File: src/rtl/core/drfst_pkg.sv
// Package for the dual-rate fixed-step ticker.
// Holds widths, register indexes, result kinds, ALU ops, FSM states and the config struct.
// No dependencies.
package drfst_pkg;

    localparam int DEF_MAX_GAME_STEPS = 8;
    localparam int DEF_MAX_NET_STEPS  = 4;

    localparam int ACC_W    = 40;
    localparam int PERIOD_W = 32;
    localparam int TICK_W   = 32;
    localparam int ALPHA_W  = 17;
    localparam int DIV_BITS = 16;
    localparam int ADDR_W   = 4;
    localparam int DATA_W   = 32;

    localparam logic [ACC_W-1:0]   ACC_MAX = {ACC_W{1'b1}};
    localparam logic [ALPHA_W-1:0] ONE_Q16 = 17'h10000;

    localparam logic [PERIOD_W-1:0] RST_GAME_PERIOD = 32'd16666667;
    localparam logic [PERIOD_W-1:0] RST_NET_PERIOD  = 32'd33333333;

    typedef enum logic [1:0] {
        REG_GAME_PERIOD = 2'd0,
        REG_NET_PERIOD  = 2'd1,
        REG_LOCK        = 2'd2
    } t_reg_idx;

    typedef enum logic [1:0] {
        KIND_GAME = 2'd0,
        KIND_NET  = 2'd1,
        KIND_SUM  = 2'd2
    } t_kind;

    typedef enum logic {
        ALU_ADD_SAT = 1'b0,
        ALU_SUB_GE  = 1'b1
    } t_alu_op;

    typedef enum logic [2:0] {
        S_IDLE,
        S_GADD,
        S_GSTEP,
        S_DIV,
        S_RAW,
        S_NADD,
        S_NSTEP,
        S_SUM
    } t_state;

    typedef struct packed {
        logic [PERIOD_W-1:0] game_period;
        logic [PERIOD_W-1:0] net_period;
        logic                lock;
    } t_cfg;

endpackage

File: src/rtl/core/drfst_cfg.sv
// APB-style configuration registers: game period, net period, lock mode.
// Depends on drfst_pkg.
module drfst_cfg (
    input  logic                        i_clk,
    input  logic                        i_rst_n,
    input  logic                        psel,
    input  logic                        penable,
    input  logic                        pwrite,
    input  logic [drfst_pkg::ADDR_W-1:0] paddr,
    input  logic [drfst_pkg::DATA_W-1:0] pwdata,
    output logic [drfst_pkg::DATA_W-1:0] prdata,
    output logic                        pready,
    output drfst_pkg::t_cfg             o_cfg
);
    import drfst_pkg::*;

    logic [PERIOD_W-1:0] r_game_period;
    logic [PERIOD_W-1:0] r_net_period;
    logic                r_lock;
    logic                wr_en;
    t_reg_idx            reg_idx;

    assign pready  = 1'b1;
    assign wr_en   = psel && penable && pwrite;
    assign reg_idx = t_reg_idx'(paddr[3:2]);

    always_ff @(posedge i_clk) begin
        if (!i_rst_n) begin
            r_game_period <= RST_GAME_PERIOD;
            r_net_period  <= RST_NET_PERIOD;
            r_lock        <= 1'b1;
        end else if (wr_en) begin
            unique case (reg_idx)
                REG_GAME_PERIOD: r_game_period <= pwdata;
                REG_NET_PERIOD:  r_net_period  <= pwdata;
                REG_LOCK:        r_lock        <= pwdata[0];
                default: ;
            endcase
        end
    end

    always_comb begin
        unique case (reg_idx)
            REG_GAME_PERIOD: prdata = r_game_period;
            REG_NET_PERIOD:  prdata = r_net_period;
            REG_LOCK:        prdata = {{(DATA_W-1){1'b0}}, r_lock};
            default:         prdata = '0;
        endcase
    end

    assign o_cfg.game_period = r_game_period;
    assign o_cfg.net_period  = r_net_period;
    assign o_cfg.lock        = r_lock;

endmodule

File: src/rtl/core/drfst_alu.sv
// Shared 40-bit arithmetic unit: saturating add, or conditional subtract with compare.
// Depends on drfst_pkg.
module drfst_alu (
    input  drfst_pkg::t_alu_op           i_op,
    input  logic [drfst_pkg::ACC_W-1:0]  i_a,
    input  logic [drfst_pkg::ACC_W-1:0]  i_b,
    output logic [drfst_pkg::ACC_W-1:0]  o_res,
    output logic                         o_ge
);
    import drfst_pkg::*;

    logic [ACC_W:0] sum;
    logic [ACC_W:0] diff;

    assign sum  = {1'b0, i_a} + {1'b0, i_b};
    assign diff = {1'b0, i_a} - {1'b0, i_b};
    assign o_ge = !diff[ACC_W];

    always_comb begin
        unique case (i_op)
            ALU_ADD_SAT: o_res = sum[ACC_W] ? ACC_MAX : sum[ACC_W-1:0];
            ALU_SUB_GE:  o_res = o_ge ? diff[ACC_W-1:0] : i_a;
            default:     o_res = i_a;
        endcase
    end

endmodule

File: src/rtl/core/drfst_core.sv
// Sequencer and state for the ticker: accumulators, counters, serial alpha divide,
// result register. Depends on drfst_pkg and drfst_alu.
module drfst_core #(
    parameter int MAX_GAME_STEPS = drfst_pkg::DEF_MAX_GAME_STEPS,
    parameter int MAX_NET_STEPS  = drfst_pkg::DEF_MAX_NET_STEPS
) (
    input  logic                            i_clk,
    input  logic                            i_rst_n,
    input  drfst_pkg::t_cfg                 i_cfg,
    input  logic                            i_in_valid,
    output logic                            o_in_ready,
    input  logic [drfst_pkg::PERIOD_W-1:0]  i_delta_ns,
    output logic                            o_out_valid,
    input  logic                            i_out_ready,
    output logic [1:0]                      o_event_kind,
    output logic [drfst_pkg::PERIOD_W-1:0]  o_step_ns,
    output logic [drfst_pkg::TICK_W-1:0]    o_tick_index,
    output logic [drfst_pkg::ALPHA_W-1:0]   o_alpha_q16,
    output logic                            o_last
);
    import drfst_pkg::*;

    localparam int MAX_STEPS = (MAX_GAME_STEPS > MAX_NET_STEPS) ? MAX_GAME_STEPS
                                                                : MAX_NET_STEPS;
    localparam int MAX_CNT   = (MAX_STEPS > DIV_BITS) ? MAX_STEPS : DIV_BITS;
    localparam int CNT_W     = $clog2(MAX_CNT + 1);

    t_state               r_state, n_state;
    logic [ACC_W-1:0]     r_game_accum;
    logic [ACC_W-1:0]     r_net_accum;
    logic [TICK_W-1:0]    r_game_ticks;
    logic [TICK_W-1:0]    r_net_ticks;
    logic [ALPHA_W-1:0]   r_alpha;
    logic [PERIOD_W-1:0]  r_rem;
    logic [DIV_BITS-2:0]  r_quo;
    logic [CNT_W-1:0]     r_cnt;
    logic [PERIOD_W-1:0]  r_delta;

    logic                 r_ov;
    t_kind                r_kind;
    logic [PERIOD_W-1:0]  r_step;
    logic [TICK_W-1:0]    r_idx;
    logic [ALPHA_W-1:0]   r_oalpha;
    logic                 r_last;

    t_alu_op              alu_op;
    logic [ACC_W-1:0]     alu_a, alu_b, alu_res;
    logic                 alu_ge;

    logic                 in_acc;
    logic                 out_free;
    logic                 periods_ok;
    logic                 game_more, net_more;
    logic                 div_done;
    logic                 emit;
    t_kind                emit_kind;
    logic [PERIOD_W-1:0]  emit_step;
    logic [TICK_W-1:0]    emit_idx;
    logic [ALPHA_W-1:0]   emit_alpha;

    drfst_alu u_alu (
        .i_op  (alu_op),
        .i_a   (alu_a),
        .i_b   (alu_b),
        .o_res (alu_res),
        .o_ge  (alu_ge)
    );

    assign o_in_ready = (r_state == S_IDLE);
    assign in_acc     = i_in_valid && o_in_ready;
    assign out_free   = !r_ov || i_out_ready;
    assign periods_ok = (i_cfg.game_period != '0) && (i_cfg.net_period != '0);
    assign game_more  = (r_cnt < CNT_W'(MAX_GAME_STEPS)) && alu_ge;
    assign net_more   = (r_cnt < CNT_W'(MAX_NET_STEPS)) && alu_ge;
    assign div_done   = (r_cnt == CNT_W'(DIV_BITS - 1));

    // next state
    always_comb begin
        n_state = r_state;
        unique case (r_state)
            S_IDLE: begin
                if (in_acc) begin
                    if (!periods_ok)      n_state = S_SUM;
                    else if (i_cfg.lock)  n_state = S_GADD;
                    else                  n_state = S_RAW;
                end
            end
            S_GADD:  n_state = S_GSTEP;
            S_GSTEP: begin
                if (!game_more)           n_state = alu_ge ? S_NADD : S_DIV;
            end
            S_DIV: begin
                if (div_done)             n_state = S_NADD;
            end
            S_RAW: begin
                if (out_free)             n_state = S_NADD;
            end
            S_NADD:  n_state = S_NSTEP;
            S_NSTEP: begin
                if (!net_more)            n_state = S_SUM;
            end
            S_SUM: begin
                if (out_free)             n_state = S_IDLE;
            end
            default:                      n_state = S_IDLE;
        endcase
    end

    // ALU operand selection and result emission
    always_comb begin
        alu_op     = ALU_SUB_GE;
        alu_a      = r_game_accum;
        alu_b      = {{(ACC_W-PERIOD_W){1'b0}}, i_cfg.game_period};
        emit       = 1'b0;
        emit_kind  = KIND_GAME;
        emit_step  = i_cfg.game_period;
        emit_idx   = r_game_ticks + TICK_W'(1);
        emit_alpha = '0;
        unique case (r_state)
            S_GADD: begin
                alu_op = ALU_ADD_SAT;
                alu_b  = {{(ACC_W-PERIOD_W){1'b0}}, r_delta};
            end
            S_GSTEP: begin
                emit = game_more && out_free;
            end
            S_DIV: begin
                alu_a = {{(ACC_W-PERIOD_W-1){1'b0}}, r_rem, 1'b0};
            end
            S_RAW: begin
                emit      = out_free;
                emit_step = r_delta;
            end
            S_NADD: begin
                alu_op = ALU_ADD_SAT;
                alu_a  = r_net_accum;
                alu_b  = {{(ACC_W-PERIOD_W){1'b0}}, r_delta};
            end
            S_NSTEP: begin
                alu_a     = r_net_accum;
                alu_b     = {{(ACC_W-PERIOD_W){1'b0}}, i_cfg.net_period};
                emit      = net_more && out_free;
                emit_kind = KIND_NET;
                emit_step = i_cfg.net_period;
                emit_idx  = r_net_ticks + TICK_W'(1);
            end
            S_SUM: begin
                emit       = out_free;
                emit_kind  = KIND_SUM;
                emit_step  = '0;
                emit_idx   = r_game_ticks;
                emit_alpha = r_alpha;
            end
            default: ;
        endcase
    end

    always_ff @(posedge i_clk) begin
        if (!i_rst_n) begin
            r_state      <= S_IDLE;
            r_game_accum <= '0;
            r_net_accum  <= '0;
            r_game_ticks <= '0;
            r_net_ticks  <= '0;
            r_alpha      <= '0;
            r_cnt        <= '0;
            r_ov         <= 1'b0;
        end else begin
            r_state <= n_state;
            if (emit) begin
                r_ov <= 1'b1;
            end else if (i_out_ready) begin
                r_ov <= 1'b0;
            end
            unique case (r_state)
                S_GADD: begin
                    r_game_accum <= alu_res;
                    r_cnt        <= '0;
                end
                S_GSTEP: begin
                    if (emit) begin
                        r_game_accum <= alu_res;
                        r_game_ticks <= emit_idx;
                        r_cnt        <= r_cnt + CNT_W'(1);
                    end else if (!game_more) begin
                        if (alu_ge) begin
                            r_alpha <= ONE_Q16;
                        end
                        r_rem <= r_game_accum[PERIOD_W-1:0];
                        r_cnt <= '0;
                    end
                end
                S_DIV: begin
                    r_rem <= alu_res[PERIOD_W-1:0];
                    r_quo <= {r_quo[DIV_BITS-3:0], alu_ge};
                    r_cnt <= r_cnt + CNT_W'(1);
                    if (div_done) begin
                        r_alpha <= {1'b0, r_quo, alu_ge};
                    end
                end
                S_RAW: begin
                    if (emit) begin
                        r_game_ticks <= emit_idx;
                        r_alpha      <= ONE_Q16;
                    end
                end
                S_NADD: begin
                    r_net_accum <= alu_res;
                    r_cnt       <= '0;
                end
                S_NSTEP: begin
                    if (emit) begin
                        r_net_accum <= alu_res;
                        r_net_ticks <= emit_idx;
                        r_cnt       <= r_cnt + CNT_W'(1);
                    end
                end
                default: ;
            endcase
        end
    end

    always_ff @(posedge i_clk) begin
        if (in_acc) begin
            r_delta <= i_delta_ns;
        end
        if (emit) begin
            r_kind   <= emit_kind;
            r_step   <= emit_step;
            r_idx    <= emit_idx;
            r_oalpha <= emit_alpha;
            r_last   <= (emit_kind == KIND_SUM);
        end
    end

    assign o_out_valid  = r_ov;
    assign o_event_kind = r_kind;
    assign o_step_ns    = r_step;
    assign o_tick_index = r_idx;
    assign o_alpha_q16  = r_oalpha;
    assign o_last       = r_last;

`ifndef SYNTHESIS
    a_div_rem_below_period: assert property (@(posedge i_clk) disable iff (!i_rst_n)
        (r_state == S_DIV) |-> ({8'd0, r_rem} < {8'd0, i_cfg.game_period}))
        else $error("divide remainder not below game period");

    a_alpha_range: assert property (@(posedge i_clk) disable iff (!i_rst_n)
        r_alpha <= ONE_Q16)
        else $error("alpha above one");

    a_game_step_cap: assert property (@(posedge i_clk) disable iff (!i_rst_n)
        (r_state == S_GSTEP) |-> (r_cnt <= CNT_W'(MAX_GAME_STEPS)))
        else $error("game step count over limit");

    a_net_step_cap: assert property (@(posedge i_clk) disable iff (!i_rst_n)
        (r_state == S_NSTEP) |-> (r_cnt <= CNT_W'(MAX_NET_STEPS)))
        else $error("net step count over limit");

    a_sum_ends_run: assert property (@(posedge i_clk) disable iff (!i_rst_n)
        (emit && (emit_kind == KIND_SUM)) |=> (r_state == S_IDLE) && r_last)
        else $error("summary did not close the run");
`endif

endmodule

File: src/rtl/core/dual_rate_fixed_step_ticker_unit.sv
// Locked mode: an input runs game add, game ticks, the serial alpha divide, net add, net
// ticks and summary; the divide is skipped when the game step cap leaves a full period.
// Unlocked: one raw game tick, net add, net ticks, summary; zero period: summary only.
// A new input waits for idle; ticks go one per cycle via the shared 40-bit ALU unless stalled.
// Reset (synchronous, active low) clears accumulators, counters and alpha, loads default
// periods and lock mode.
module dual_rate_fixed_step_ticker_unit #(
    parameter int MAX_GAME_STEPS = drfst_pkg::DEF_MAX_GAME_STEPS,
    parameter int MAX_NET_STEPS  = drfst_pkg::DEF_MAX_NET_STEPS
) (
    input  logic                            i_clk,
    input  logic                            i_rst_n,
    input  logic                            psel,
    input  logic                            penable,
    input  logic                            pwrite,
    input  logic [drfst_pkg::ADDR_W-1:0]    paddr,
    input  logic [drfst_pkg::DATA_W-1:0]    pwdata,
    output logic [drfst_pkg::DATA_W-1:0]    prdata,
    output logic                            pready,
    input  logic                            i_in_valid,
    output logic                            o_in_ready,
    input  logic [drfst_pkg::PERIOD_W-1:0]  i_delta_ns,
    output logic                            o_out_valid,
    input  logic                            i_out_ready,
    output logic [1:0]                      o_event_kind,
    output logic [drfst_pkg::PERIOD_W-1:0]  o_step_ns,
    output logic [drfst_pkg::TICK_W-1:0]    o_tick_index,
    output logic [drfst_pkg::ALPHA_W-1:0]   o_alpha_q16,
    output logic                            o_last
);
    import drfst_pkg::*;

    t_cfg cfg;

    drfst_cfg u_cfg (
        .i_clk   (i_clk),
        .i_rst_n (i_rst_n),
        .psel    (psel),
        .penable (penable),
        .pwrite  (pwrite),
        .paddr   (paddr),
        .pwdata  (pwdata),
        .prdata  (prdata),
        .pready  (pready),
        .o_cfg   (cfg)
    );

    drfst_core #(
        .MAX_GAME_STEPS (MAX_GAME_STEPS),
        .MAX_NET_STEPS  (MAX_NET_STEPS)
    ) u_core (
        .i_clk        (i_clk),
        .i_rst_n      (i_rst_n),
        .i_cfg        (cfg),
        .i_in_valid   (i_in_valid),
        .o_in_ready   (o_in_ready),
        .i_delta_ns   (i_delta_ns),
        .o_out_valid  (o_out_valid),
        .i_out_ready  (i_out_ready),
        .o_event_kind (o_event_kind),
        .o_step_ns    (o_step_ns),
        .o_tick_index (o_tick_index),
        .o_alpha_q16  (o_alpha_q16),
        .o_last       (o_last)
    );

endmodule
File: config.mk
export PLATFORM = sky130hd
export DESIGN_NAME = dual_rate_fixed_step_ticker_unit
export DESIGN_NICKNAME = d
export VERILOG_FILES = /design/src/rtl/core/drfst_pkg.sv /design/src/rtl/core/drfst_cfg.sv /design/src/rtl/core/drfst_alu.sv /design/src/rtl/core/drfst_core.sv /design/src/rtl/core/dual_rate_fixed_step_ticker_unit.sv
export SDC_FILE = /design/constraint.sdc
export NUM_CORES = 1
export LEC_CHECK = 0
export BUFFER_PORTS_ARGS = -buffer_cell sky130_fd_sc_hd__buf_2
export CAP_MARGIN = 15
export CORE_ASPECT_RATIO = 0.8
export CORE_MARGIN = 2
export CORE_UTILIZATION = 35
export CTS_BUF_LIST = sky130_fd_sc_hd__clkbuf_2
export DETAILED_ROUTE_END_ITERATION = 16
export GPL_TIMING_DRIVEN = 0
export PLACE_DENSITY = 0.56
export RECOVER_POWER = 25
export SETUP_SLACK_MARGIN = 0.5
export SYNTH_ARGS = -nofsm -noshare
export SYNTH_HDL_FRONTEND = slang
export SYNTH_SLANG_ARGS = --single-unit
File: constraint.sdc
create_clock -name i_clk -period 10.91 [get_ports i_clk]
set_input_delay 2.182 -clock i_clk [delete_from_list [all_inputs] [get_ports i_clk]]
set_output_delay 2.182 -clock i_clk [all_outputs]
set_load 0.01 [all_outputs]
==> impl_metrics.py <==
metrics = {
    "status": {
        "status": "complete, but fails checks",
        "violations": "capacitance limit, slew limit",
    },
    "clocking": {
        "cts_sinks": 398,
        "ctsHoldBuffers": 0,
        "cts_root_buf": "clkbuf_2",
        "post_cts_buffers": 0,
        "worst_skew_pair.late_latency_ns": 1.29,
        "clkTransAtPathRegs_ns": 0.11,
        "cts_made_buffers": 100,
        "cts_resized": 0,
        "cts_tree": "done",
        "htreeDepth": 3,
        "clock_path_buffers": 3,
    },
    "critical_path": {
        "cp-startpoint": "u_core.r_state[1]",
        "crit_path_end_kind": "flip-flop",
        "reg2regPathDepth": 20,
        "critical_path_arrival_ns": 10.82,
        "r2r_slack_ns": 1.22,
        "crit_required_ns": 12.04,
        "r2r-end": "u_core.r_game_accum[22]",
        "crit_fanout": 10,
        "r2r-start": "u_core.r_state[1]",
        "crit_type": "reg -> reg",
        "critPathLaunchType": "flip-flop",
    },
    "synth": {
        "synth-async-reset-ratio_pct": 0,
        "synthFlopType": "dfxtp_1",
        "yosys.area_share.simple_pct": 20.9,
        "syn-cell-area_um2": 23300,
        "synth_edf_count": 163,
        "synth_cells": 2756,
        "ys_warn_count": 0,
        "ys_ff_latch": 398,
        "synthAdderAreaFrac_pct": 3.78,
        "yosysSeqAreaShare_pct": 41.3,
        "synth_cell_types": 91,
        "synthMuxAreaShare_pct": 5.92,
        "synth_xor_area_share_pct": 2.48,
        "syn_avg_cell_area_um2": 8.44,
        "synth-compound-area-share_pct": 21.1,
        "syn_nets": 2900,
        "synth_top_family_by_area": "compound AO/OA/AOI/OAI gates",
    },
    "hold_path": {
        "min_path_type": "reg -> reg",
        "whs_path_depth": 2,
        "holdPathEnd": "u_core.r_net_accum[29]",
        "hp-start": "u_core.r_net_accum[29]",
    },
    "placed_design": {
        "place_congestion": 0.962,
        "place_area_um2": 25400,
        "pre_cts_slack_ns": 2.21,
        "io_buffer_count": 189,
        "hpwl_um": 71200,
    },
    "global_routing": {
        "grt.overflow.total": 0,
        "antenna_found_initial": 3,
        "grt_pass1_wl_um": 138000,
        "grt_usage_pct": 26.5,
        "grt_pass1_vias": 21700,
        "grt_max_degree": 33,
    },
    "routing": {
        "ant_nets": 0,
        "via_per_inst": 5.84,
        "vias": 23400,
        "avgRoutedWirePerCell_um": 23.5,
        "dr.pass1.iters": 6,
        "drt-initial-drc-count": 3127,
        "route.detailed.drc": 0,
        "totalWireLength_um": 94000,
    },
    "layout": {
        "drive_gt1_share_pct": 13.4,
        "mostFrequentLayoutCells": "nand2_1 (545), dfxtp_1 (235), a21oi_1 (203)",
        "nNetsFinal": 3196,
        "stdcell_area_um2": 26400,
        "final_common_cell": "nand2_1",
        "area_delta_synth_final_pct": 13.4,
        "fill_cells": 6739,
    },
    "floorplanning": {
        "rows": 84,
        "fp.dieW_um": 292,
        "die_area_um2": 68500,
        "core_um2": 65700,
        "start_util_pct": 35.4,
        "ios": 194,
        "die_h_um": 235,
    },
    "power_and_ir_drop": {
        "p_sw_share_pct": 51.5,
        "clkPwrFrac_pct": 14.0,
        "p_per_area_nw_per_um2": 301,
        "vdd_drop_max_mv": 0.186,
        "p_comb_share_pct": 59.8,
        "seqPwrFrac_pct": 26.2,
        "leakage_nw": 10.3,
        "p_sw_mw": 4.08,
        "p_int_mw": 3.84,
    },
    "timing": {
        "max_slew_margin_pct": -65.6,
        "period_share_pct": 88.8,
        "worst_pin_slew_ns": 2.48,
        "skew_ns": 0.149,
        "finalSetupViolations": 0,
        "hold_violations": 0,
        "worst_slack_ns": 1.22,
        "min_period_ns": 9.69,
        "final_max_slew_viol_count": 33,
        "max_clock_freq_ghz": 0.103,
        "rsz0062_at_grt": "no",
    },
    "run": {
        "drv_cap": 1,
    },
}
[stage by stage]
| step | cells | power, mW | hold slack, ns | setup TNS, ns | utilization [%] |
|---|---|---|---|---|---|
| 2_1_floorplan | 2756 | 5.06 | 0.425 | 0 | - |
| 3_5_place_dp | 3810 | 6.68 | 0.437 | 0 | 38.7 |
| 6_report | 4000 | 7.93 | 0.458 | 0 | 40.2 |
| 3_3_place_gp | 3805 | 6.64 | 0.435 | -252.04 | 38.5 |
| 4_1_cts | 3994 | 7.80 | 0.456 | 0 | 40.1 |
| 5_1_grt | 3999 | 8.36 | 0.473 | 0 | 40.1 |
[power by group through the flow]
stage          logic [mW]  clock network (mW)  registers (mW)
2_1_floorplan        2.89                   0            2.17
3_3_place_gp         4.48                   0            2.16
3_5_place_dp         4.58                   0            2.10
4_1_cts              4.60                1.13            2.07
5_1_grt              5.05                1.20            2.10
6_report             4.74                1.11            2.08
[flip-flops by register name (all words and copies together) (netlist names)]
signal,flops
u_cfg.r_game_period,32
u_cfg.r_lock,1
u_cfg.r_net_period,32
u_core.o_alpha_q16,17
u_core.o_event_kind,2
u_core.o_last,1
u_core.o_out_valid,1
u_core.o_step_ns,32
u_core.o_tick_index,32
u_core.r_alpha,17
u_core.r_cnt,5
u_core.r_delta,32
u_core.r_game_accum,40
u_core.r_game_ticks,32
u_core.r_net_accum,40
u_core.r_net_ticks,32
u_core.r_quo,15
u_core.r_rem,32
u_core.r_state,3
[kinds of logic after synthesis]
kind of cell	count (synthesis)
and+or+nand+nor	1079
AOI/OAI and AO/OA	740
DFF	398
buffers and inverters	270
muxes	134
adders and majority gates	69
xor gates and xnor gates	65
other	1
[worst max path at each step]
stage	end	slack [ns]	cells past startpoint
2_1_floorplan	u_core.o_alpha_q16[0]	1.63	20
3_3_place_gp	u_core.o_alpha_q16[13]	-3.02	19
3_5_place_dp	u_core.r_game_accum[27]	2.21	20
4_1_cts	u_core.r_game_accum[10]	2.11	20
5_1_grt	u_core.o_step_ns[2]	0.91	20
6_report	u_core.r_game_accum[22]	1.22	20
[metal layers]
metal / routed length [um] / global-route usage [%] / part of all wire, % / vias to the layer above
met1: 43200 / 39.1 / 46 / 11200
met4: 2030 / 7.35 / 2.2 / 2
met3: 9670 / 5.54 / 10 / 164
li1: - / - / - / 10600
met5: 5 / 0 / 0.0053 / -
met2: 39100 / 38.9 / 42 / 1338
[cells in the mapped netlist (27+ instances only)]
master	n	area, um2
o21ai_0	112	561
and2_1	54	338
nand3_1	68	340
a22oi_1	38	285
nor4_1	32	200
a21oi_1	204	1020
xnor2_1	49	429
a211oi_1	27	203
edfxtp_1	163	4890
inv_1	75	282
ha_1	67	838
a221o_1	35	350
clkbuf_1	146	548
o22ai_1	57	357
dfxtp_1	235	4700
nand2_1	545	2050
nor2_1	196	736
nor3_1	52	260
mux2i_1	115	1150
a31oi_1	27	169
[worst max-delay path, cell delays in order (launching register included)]
cell and delay, ns:
dfxtp_1 0.45, clkbuf_1 0.45, nand3b_2 0.23, inv_1 0.28, clkbuf_1 0.68, clkbuf_1 0.60, buf_1 0.70, clkbuf_1 0.70
buf_1 0.44, a221o_1 0.31, ha_1 0.25, clkbuf_1 0.25, or3_1 0.42, o311ai_0 0.87, a31oi_1 0.33, o21ai_0 0.62
nor3_4 0.13, o21ai_1 0.79, and2_0 0.21, clkbuf_1 0.60, o2bb2ai_1 0.19
[area by class of cell]
class	instances	area, um2	share of cell area (%)
antenna	6	15.0	0.0569
clock buffer	145	726	2.75
timing repair buffer	194	1040	3.96
multi-input combinational	2088	12600	47.8
sequential	398	9600	36.4
tap	860	1080	4.08
clock inverter	39	253	0.958
buffer	191	749	2.84
inverter	79	297	1.12
Note: power is estimated with default switching activity, not from simulation.
